$ cat config.mk
export PLATFORM = sky130hd
export DESIGN_NAME = divider_reload_timer
export DESIGN_NICKNAME = d
export VERILOG_FILES = /design/src/design/drt_pkg.sv /design/src/design/divider_reload_timer.sv
export SDC_FILE = /design/constraint.sdc
export NUM_CORES = 1
export LEC_CHECK = 0
export ABC_AREA = 1
export BUFFER_PORTS_ARGS = -buffer_cell sky130_fd_sc_hd__buf_2
export CORE_MARGIN = 10
export CORE_UTILIZATION = 39
export CTS_BUF_LIST = sky130_fd_sc_hd__clkbuf_16
export DETAILED_ROUTE_END_ITERATION = 6
export SYNTH_ARGS = -nofsm -noshare
export SYNTH_HDL_FRONTEND = slang
export SYNTH_SLANG_ARGS = --single-unit
export TNS_END_PERCENT = 20
$ cat constraint.sdc
create_clock -name clk -period 3.25 [get_ports clk]
set_input_delay 0.4875 -clock clk [delete_from_list [all_inputs] [get_ports clk]]
set_output_delay 0.4875 -clock clk [all_outputs]
set_load 0.02 [all_outputs]
$ cat src/design/drt_pkg.sv
// Shared types, codes and constants for the divider/reload timer.
// Standalone package; used by divider_reload_timer.
package drt_pkg;

    localparam int DEF_MAX_TICK_CYCLES = 63;
    localparam int DEF_DIV_PERIOD      = 61;

    localparam int CLOCK_HZ = 1000000;
    localparam int PRESCALE_W = 9;   // signed prescaler width

    localparam logic [PRESCALE_W-1:0] PERIOD_R0 = PRESCALE_W'(CLOCK_HZ / 4096);
    localparam logic [PRESCALE_W-1:0] PERIOD_R1 = PRESCALE_W'(CLOCK_HZ / 262144);
    localparam logic [PRESCALE_W-1:0] PERIOD_R2 = PRESCALE_W'(CLOCK_HZ / 65536);
    localparam logic [PRESCALE_W-1:0] PERIOD_R3 = PRESCALE_W'(CLOCK_HZ / 16384);

    // action codes
    localparam logic [1:0] ACT_TICK  = 2'd0;
    localparam logic [1:0] ACT_READ  = 2'd1;
    localparam logic [1:0] ACT_WRITE = 2'd2;

    // register select codes
    localparam logic [1:0] SEL_DIV  = 2'd0;
    localparam logic [1:0] SEL_CNT  = 2'd1;
    localparam logic [1:0] SEL_MOD  = 2'd2;
    localparam logic [1:0] SEL_CTRL = 2'd3;

    localparam int CTRL_ENABLE_BIT = 3;

    typedef struct packed {
        logic [1:0] action;
        logic [1:0] reg_select;
        logic [7:0] write_data;
        logic [5:0] cycles;
    } drt_in_t;

    typedef struct packed {
        logic [7:0] read_data;
        logic       timer_interrupt;
    } drt_out_t;

    function automatic logic [PRESCALE_W-1:0] rate_period(input logic [1:0] rate);
        logic [PRESCALE_W-1:0] p;
        case (rate)
            2'd0:    p = PERIOD_R0;
            2'd1:    p = PERIOD_R1;
            2'd2:    p = PERIOD_R2;
            default: p = PERIOD_R3;
        endcase
        return p;
    endfunction

endpackage

$ cat src/design/divider_reload_timer.sv
// Divider/reload timer: input register, single-pass update, result register.
// Depends on drt_pkg for transaction types, codes and rate periods.
// An accepted transaction's result enters the result register on advance.
// Throughput: one transaction per cycle unless a full result register waits on
// out_ready; the state update is one pass of small adds/compares in between.
// Reset: divider, counter, modulo cleared; counter stopped, rate 0 (period
// 244), divider prescaler loaded with DIV_PERIOD; pipeline emptied.
module divider_reload_timer #(
    parameter int MAX_TICK_CYCLES = drt_pkg::DEF_MAX_TICK_CYCLES,
    parameter int DIV_PERIOD      = drt_pkg::DEF_DIV_PERIOD
) (
    input  logic             clk,
    input  logic             rst_n,
    input  logic             in_valid,
    output logic             in_ready,
    input  drt_pkg::drt_in_t in_data,
    output logic             out_valid,
    input  logic             out_ready,
    output drt_pkg::drt_out_t out_data
);
    import drt_pkg::*;

    localparam int PW = PRESCALE_W;
    localparam logic signed [PW:0] FLOOR = -(PW+1)'(256);

    logic     s1_valid_reg;
    drt_in_t  s1_item_reg;
    logic     out_valid_reg;
    drt_out_t out_item_reg;

    logic [7:0]    div_val_reg, div_val_next;
    logic [PW-1:0] div_left_reg, div_left_next;
    logic [7:0]    cnt_val_reg, cnt_val_next;
    logic [7:0]    mod_val_reg, mod_val_next;
    logic          stopped_reg, stopped_next;
    logic [1:0]    rate_reg, rate_next;
    logic [PW-1:0] cnt_left_reg, cnt_left_next;

    drt_out_t result_next;
    logic     advance;

    logic [7:0]           amount;
    logic signed [PW:0]   div_dec, cnt_dec;
    logic [PW-1:0]        div_cl, cnt_cl;

    assign advance   = s1_valid_reg && (!out_valid_reg || out_ready);
    assign in_ready  = !s1_valid_reg || !out_valid_reg || out_ready;
    assign out_valid = out_valid_reg;
    assign out_data  = out_item_reg;

    always_comb
    begin
        div_val_next  = div_val_reg;
        div_left_next = div_left_reg;
        cnt_val_next  = cnt_val_reg;
        mod_val_next  = mod_val_reg;
        stopped_next  = stopped_reg;
        rate_next     = rate_reg;
        cnt_left_next = cnt_left_reg;
        result_next   = '0;

        if ({2'b00, s1_item_reg.cycles} > 8'(MAX_TICK_CYCLES))
            amount = 8'(MAX_TICK_CYCLES);
        else
            amount = {2'b00, s1_item_reg.cycles};

        // count down with saturation at the floor
        div_dec = $signed({div_left_reg[PW-1], div_left_reg}) - $signed({2'b00, amount});
        div_cl  = (div_dec < FLOOR) ? FLOOR[PW-1:0] : div_dec[PW-1:0];
        cnt_dec = $signed({cnt_left_reg[PW-1], cnt_left_reg}) - $signed({2'b00, amount});
        if (stopped_reg)
            cnt_cl = cnt_left_reg;
        else
            cnt_cl = (cnt_dec < FLOOR) ? FLOOR[PW-1:0] : cnt_dec[PW-1:0];

        case (s1_item_reg.action)
            ACT_TICK:
            begin
                div_left_next = div_cl;
                if ($signed(div_cl) <= 0)
                begin
                    div_val_next  = div_val_reg + 8'd1;
                    div_left_next = div_cl + PW'(DIV_PERIOD);
                end
                cnt_left_next = cnt_cl;
                if ($signed(cnt_cl) <= 0)
                begin
                    if (cnt_val_reg == 8'hff)
                    begin
                        cnt_val_next = mod_val_reg;
                        result_next.timer_interrupt = 1'b1;
                    end
                    else
                        cnt_val_next = cnt_val_reg + 8'd1;
                    cnt_left_next = cnt_cl + rate_period(rate_reg);
                end
            end
            ACT_READ:
            begin
                case (s1_item_reg.reg_select)
                    SEL_DIV: result_next.read_data = div_val_reg;
                    SEL_CNT: result_next.read_data = cnt_val_reg;
                    SEL_MOD: result_next.read_data = mod_val_reg;
                    default: result_next.read_data = {4'b0000, !stopped_reg, 1'b0, rate_reg};
                endcase
            end
            ACT_WRITE:
            begin
                case (s1_item_reg.reg_select)
                    SEL_DIV: div_val_next = 8'd0;
                    SEL_CNT: cnt_val_next = s1_item_reg.write_data;
                    SEL_MOD: mod_val_next = s1_item_reg.write_data;
                    default:
                    begin
                        stopped_next = !s1_item_reg.write_data[CTRL_ENABLE_BIT];
                        rate_next    = s1_item_reg.write_data[1:0];
                    end
                endcase
            end
            default: ;  // unknown action: no effect
        endcase
    end

    always_ff @(posedge clk or negedge rst_n)
    begin
        if (!rst_n)
        begin
            s1_valid_reg  <= 1'b0;
            out_valid_reg <= 1'b0;
            div_val_reg   <= 8'd0;
            div_left_reg  <= PW'(DIV_PERIOD);
            cnt_val_reg   <= 8'd0;
            mod_val_reg   <= 8'd0;
            stopped_reg   <= 1'b1;
            rate_reg      <= 2'd0;
            cnt_left_reg  <= rate_period(2'd0);
        end
        else
        begin
            if (in_valid && in_ready)
                s1_valid_reg <= 1'b1;
            else if (advance)
                s1_valid_reg <= 1'b0;

            if (advance)
                out_valid_reg <= 1'b1;
            else if (out_ready)
                out_valid_reg <= 1'b0;

            if (advance)
            begin
                div_val_reg  <= div_val_next;
                div_left_reg <= div_left_next;
                cnt_val_reg  <= cnt_val_next;
                mod_val_reg  <= mod_val_next;
                stopped_reg  <= stopped_next;
                rate_reg     <= rate_next;
                cnt_left_reg <= cnt_left_next;
            end
        end
    end

    // payload registers, no reset
    always_ff @(posedge clk)
    begin
        if (in_valid && in_ready)
            s1_item_reg <= in_data;
        if (advance)
            out_item_reg <= result_next;
    end

    // overflow reloads the counter from modulo
    a_reload: assert property (@(posedge clk) disable iff (!rst_n)
        advance && result_next.timer_interrupt |=> cnt_val_reg == $past(mod_val_reg))
        else $error("counter not reloaded from modulo on overflow");

    // any divider write clears the divider
    a_div_clear: assert property (@(posedge clk) disable iff (!rst_n)
        advance && s1_item_reg.action == ACT_WRITE && s1_item_reg.reg_select == SEL_DIV
        |=> div_val_reg == 8'd0)
        else $error("divider not cleared by write");

    // an empty result register never blocks the input side
    a_no_stall: assert property (@(posedge clk) disable iff (!rst_n)
        !out_valid_reg |-> in_ready)
        else $error("input stalled with empty result register");

    // interrupt and read data are never both set
    a_result_excl: assert property (@(posedge clk) disable iff (!rst_n)
        out_valid_reg && out_item_reg.timer_interrupt |-> out_item_reg.read_data == 8'd0)
        else $error("interrupt result carries read data");

endmodule
### Word-level counts from Yosys, hierarchy flattened

Cells that the tools add are included.
W data, S select, Z words.

* bits in registers: 74
* latch bits: 0
* bits in writable memories: 0
* bits in read-only memories: 0
* bits of input ports: 22
* output and inout bits: 11
* logic and storage cells: 80
* memories: 0

* $add $sub $neg: 6
* $mul: 0
* div/mod/pow operators: 0
* $lt $le $gt $ge: 4
* equality and inequality tests: 11
* shift operators: 0
* multiplexer cells: 21
* bitwise operators: 1
* reductions and logical operators: 22

Operators by type and width (count)
* $mux W9: 7
* $pmux W8 S3: 2
* $mux W8: 5
* $pmux W8 S2: 2
* $lt A10 B9 Y1 const B: 2
* $sub A9 B7 Y10: 2
* $le A9 B1 Y1 const B: 2
* $add A8 B1 Y8 const B: 2
* $add A9 B6 Y9 const B: 1
* $add A9 B9 Y9: 1
* $eq A8 B8 Y1 const B: 1
* $ne A2 B2 Y1 const B: 4
* $reduce_and A4 Y1: 2
* $eq A2 B1 Y1 const B: 3
* $eq A2 B2 Y1 const B: 3
* $logic_not A2 Y1: 3
* $reduce_and A3 Y1: 2
* $reduce_bool A2 Y1: 3
* $mux W1: 5
* $logic_not A1 Y1: 4
* $reduce_and A2 Y1: 2
* $logic_or A1 B1 Y1: 3
* $reduce_or A3 Y1: 1
* $logic_and A1 B1 Y1: 2
* $not A1 Y1: 1

### Longest topological paths before layout

* depth after elaboration: 9
* mapped depth: 26
* depth with buffers taken out: 25

### Least setup slack after synthesis

OpenSTA, ideal clock, no wires.

* kind: flip-flop to flip-flop
* start point: register cnt_left_reg[0]
* end point: register cnt_left_reg[8]
* library setup time: 118 ps
* arrival time: 2722 ps
* data required time: 3132 ps
* slack: 411 ps
* cell stages (with the launch flop): 21
* buffers on the path: 0
* period minus slack after synthesis: 2839 ps
* cell sequence: dfrtp_1 > inv_1 > ha_1 > inv_1 > fa_1 > nand3_1 > nand3_1 > nand2_1 > nand3_1 > nand2_1 > nand3_1 > nand2_1 > inv_1 > ha_1 > a21o_1 > a21oi_1 > nor2_1 > nor2_1 > nand3_1 > nand3_1 > nand2_1

* word-level cells in the longest chain between the ends: 6
* elaborated cells on any way between the ends: 7
* classes of those cells: add/sub (2); order compare (2); mux (3)

RTL lines
* start, declared: RTL line divider_reload_timer.sv:37 `logic [PW-1:0] cnt_left_reg, cnt_left_next;`
* start signal, assigned: RTL line divider_reload_timer.sv:136 `cnt_left_reg <= rate_period(2'd0);`
* start signal, assigned: RTL line divider_reload_timer.sv:158 `cnt_left_reg <= cnt_left_next;`
* $sub A9 B7 Y10: RTL line divider_reload_timer.sv:70 `cnt_dec = $signed({cnt_left_reg[PW-1], cnt_left_reg}) - $signed({2'b00, amount});`
* $lt A10 B9 Y1: RTL line divider_reload_timer.sv:74 `cnt_cl = (cnt_dec < FLOOR) ? FLOOR[PW-1:0] : cnt_dec[PW-1:0];`
* $mux W9: RTL line divider_reload_timer.sv:74
* $mux W9 *: RTL line divider_reload_timer.sv:71 `if (stopped_reg)`
* $add A9 B9 Y9 or $le A9 B1 Y1 (tied branches): RTL line divider_reload_timer.sv:95, divider_reload_timer.sv:86
* $mux W9 *: RTL line divider_reload_timer.sv:86 `if ($signed(cnt_cl) <= 0)`

Every way passes the cells marked *; elsewhere a longest branch is shown, timed or not.
A chain may end at the register's enable or synchronous reset.

### Worst setup path in the final report

* start point: register cnt_left_reg[0]
* end point: register cnt_left_reg[7]

Same word-level chain as after synthesis.

==> results <==
- The post-route total power is 6170 uW.
- The peak clock frequency supported by timing is 335 MHz.
- The clock skew after layout is 0.00948 ns.
- The routed layout has 4,498 vias.
- The HPWL after detailed placement is 9450 microns.
- The category of the critical setup timing path is flip-flop to flip-flop.
- The later pin in the worst-skew pair is clocked with a latency of 0.34 ns.
- The hold-fix buffer count after cts is 0.
- The area of the mapped netlist is 5160 sq um.
- Setup violations remaining at the end of the flow were counted as 0.
- Row generation in the floorplan step produced 41 rows.
- For this run, the number of standard cells in the final layout without fillers is 916.
- The register with the most flip-flops in the layout has 12 of them.
- Counting flops and latches in the post-synthesis netlist gives 74.
- In this run, synthesis inferred 27 flip-flops with an integrated enable.
- The clock tree from TritonCTS is done.
- When the netlist entered floorplanning its net count stood at 747.
- The number of diodes is 0.
- The mean cell area of the mapped netlist is 7.41 sq um.
- The number of DRC violations after detailed routing is 0.
- The most used flip-flop cell after synthesis is dfrtp_1.
- The share of synthesized area occupied by flip-flops and latches is 0.388.
- Of the post-synthesis cell area, the dominant cell type holds 0.175.
- The first detailed-routing pass ran for 5 iterations.
- The aggregate global-route resource usage is 0.140.
- During placement, the flow inserted port buffers numbering 32.
- The library cell used most frequently in the layout, excluding fill and tap cells, is nand2_1.
- In the finished design, the share of the clock period the worst path needs comes to 0.918.
- The number of global-route vias before repair came to 4,374.
- The level count of the clock H-tree is 3.
- After technology mapping, the gate count stands at 696.
- The sequential cell area in the final layout is 2000 sq um.
- In the layout the commonest cells are 224 x nand2_1, 105 x inv_1, 50 x nand3_1, 41 x o21ai_0, 39 x nor2_1.
- The number of different library cells used by synthesis comes to 40.
- The iteration-0 DRC count of the detailed router is 326.
- Using the TritonRoute via totals, the vias-per-cell ratio works out to 4.91.
- The worst supply voltage drop on vdd is 0.339 mV.
- dfrtp_1 takes more of the synthesized area than any other cell.
- The share of flip-flops with an asynchronous set or reset is 0.635.
- The largest driver fanout on the critical path is 5.
- The die covers 18,200 sq um.
- The number of nets in the finished design is 790.
- The min-delay analysis places its worst path in the category input pin to asynchronous set/reset pin.
- The wire length of the first global-routing pass is 20,900 microns.
- The fraction of final layout cells with drive strength greater than 1 is 0.168.
- The analysis attributes to cell leakage a power of 0.00300 uW.
- During synthesis, Yosys emitted a total of 0 warnings.
- The post-detailed-routing wire length is 12,200 microns.
- The buffer cell driving the clock tree root is clkbuf_16.
- The clock passes through at most 2 buffers.
- The fill cell total of the finished layout is 1,290.
- The detail route stage leaves a number of antenna-violating nets equal to 0.
- From synthesis to final layout, the design area changed by 14.0%.
- The signal arrival time at the worst endpoint is 3.26 ns.
- The clock period could shrink to 2.98 ns.
- The number of clock buffers inserted by TritonCTS is 9.
- The endpoint kind of the worst setup timing path is a flip-flop.
- Setup repair after global routing could not meet its margin everywhere.
- Including well taps, the total number of placed cells is 897.
- Measured along the x axis, the die boundary spans 135 microns.
- The count of boundary I/O pins is 33.
- By area the synthesized netlist is led by dfrtp_1 17%, nand2_1 16%, edfxtp_1 16%, inv_1 7.6%, ha_1 6.6%.
- The combined area of the multi-input logic cells is 2750 sq um.
- Across the run, the number of max-cap violations was 0.
- At the pin with the least slew margin, the transition time is 0.762 ns.
- In the final routed layout, each cell accounts on average for 13.4 microns.
- The initial cell density of the core is 0.404.
- The flow ran to the end, and the final reports show no timing, DRC or antenna violations.
- The core outline area is 12,800 sq um.
- The power density over the cells is 1050 nW/um^2.
- The headroom to the max-slew limit is 0.486.
- The global-route congestion overflow total is 0.
- The final-report max-slew violation count is 0.
- For the worst setup path, the data required time is 3.52 ns.
- The number of antenna violations at the first check in global routing is 0.
- For this design, the sink count on the clock tree is 74.
- Entering global routing, the biggest net connects 28 pins.
- The hold violation count in the final report is 0.
- Clock-pin slew was measured on the worst setup and hold paths at 0.06 ns.
- The placer congestion estimate is 0.923.
- The nature of the critical path startpoint is a flip-flop.
- The vertical die dimension is 135 microns.
[cells in the mapped netlist (2+ instances only)]
cell and n:
inv_2 3, fa_1 2, nor2_1 40, xnor2_1 5
o21bai_1 2, dfrtp_1 36, nand3_2 2, mux2_2 2
nor3_1 7, inv_1 104, nand2_2 9, nand4_1 6
buf_6 4, o2111ai_1 3, nor2_2 2, dfstp_2 11
o21ai_0 43, o21ai_1 7, nand2_4 3, o211ai_1 3
nand3_1 52, edfxtp_1 27, clkbuf_1 6, o21ai_2 16
ha_1 27, nand2_1 224, o221ai_1 3, or2_2 6
a21oi_1 18, xor2_1 13
[cells by family after synthesis]
| logic type | after synthesis | synth area share |
|---|---|---|
| and+or+nand+nor | 353 | 0.290 |
| AOI/OAI and AO/OA | 101 | 0.120 |
| buffers and inverters | 119 | 0.0936 |
| muxes | 2 | 0.00437 |
| DFF | 74 | 0.388 |
| xor gates and xnor gates | 18 | 0.0306 |
| adders and majority gates | 29 | 0.0733 |
[critical path, cell delays in order, from the launching register on]
cell	delay, ns
dfrtp_1	0.39
inv_1	0.08
ha_1	0.17
inv_1	0.08
fa_2	0.35
nand3_1	0.09
nand3_2	0.09
nand2_1	0.10
nand3_1	0.07
nand2_1	0.12
nand3_2	0.12
nand2_1	0.09
inv_1	0.06
ha_1	0.36
a21oi_2	0.19
o21bai_1	0.10
a21oi_2	0.15
nand2_1	0.07
nand2_1	0.06
nand3_1	0.06
nand2_1	0.07
nand2_1	0.04
[through the flow]
step | utilization | setup WS, ns | area, sq um | setup TNS [ns] | hold slack [ns]
final | 0.460 | 0.266 | 5880 | 0 | 0.157
after global routing | 0.460 | -0.0490 | 5880 | -0.0508 | 0.212
after CTS | 0.453 | 0.0989 | 5780 | 0 | 0.188
after detailed placement | 0.432 | 0.119 | 5520 | 0 | 0.461
after global placement | 0.432 | 0.211 | 5520 | 0 | 0.455
after floorplan | - | 0.411 | 5160 | 0 | 0.192
[cell type report]
cell class | count | share of cell area
flip-flops and latches | 74 | 0.340
repair buffers | 43 | 0.0413
well taps | 172 | 0.0366
clock buffers | 9 | 0.0383
multi-input cells | 503 | 0.467
inverters | 108 | 0.0694
clock inverters | 7 | 0.00660
[layer usage]
| metal | share of wire | routed length, microns | vias to the layer above | GRT usage |
|---|---|---|---|---|
| met3 | 0.029 | 360 | 21 | 0.0297 |
| met4 | 0.022 | 272 | 0 | 0.0544 |
| met5 | 0 | 0 | - | 0 |
| met1 | 0.47 | 5700 | 2081 | 0.170 |
| met2 | 0.48 | 5900 | 73 | 0.236 |
| li1 | - | - | 2323 | - |
[worst paths after layout]
| path | end | slack [ns] | depth (start not counted) | startpoint |
|---|---|---|---|---|
| hold / removal | div_left_reg[7] | 0.16 | 1 | rst_n |
| min in group clk | s1_item_reg[8] | 0.32 | 1 | in_data[8] |
| max in group asynchronous | stopped_reg | 2.30 | 2 | rst_n |
| setup reg to reg | cnt_left_reg[7] | 0.27 | 21 | cnt_left_reg[0] |
| setup / recovery | cnt_left_reg[7] | 0.27 | 21 | cnt_left_reg[0] |
| hold reg to reg | out_valid | 0.47 | 2 | s1_valid_reg |
[repair_timing]
action / in CTS / in global routing
gates resized for setup: 0 / 16
setup buffers: 0 / 3
endpoints found under the setup margin: 0 / 14
[power by group]
group	internal, uW	total [uW]	switching [uW]	leakage, uW
clock network	507	900	393	0.000129
logic	1420	3780	2360	0.00204
registers	1250	1490	234	0.000830
total	3180	6170	2990	0.00300
(Power assumes the default switching activity.)
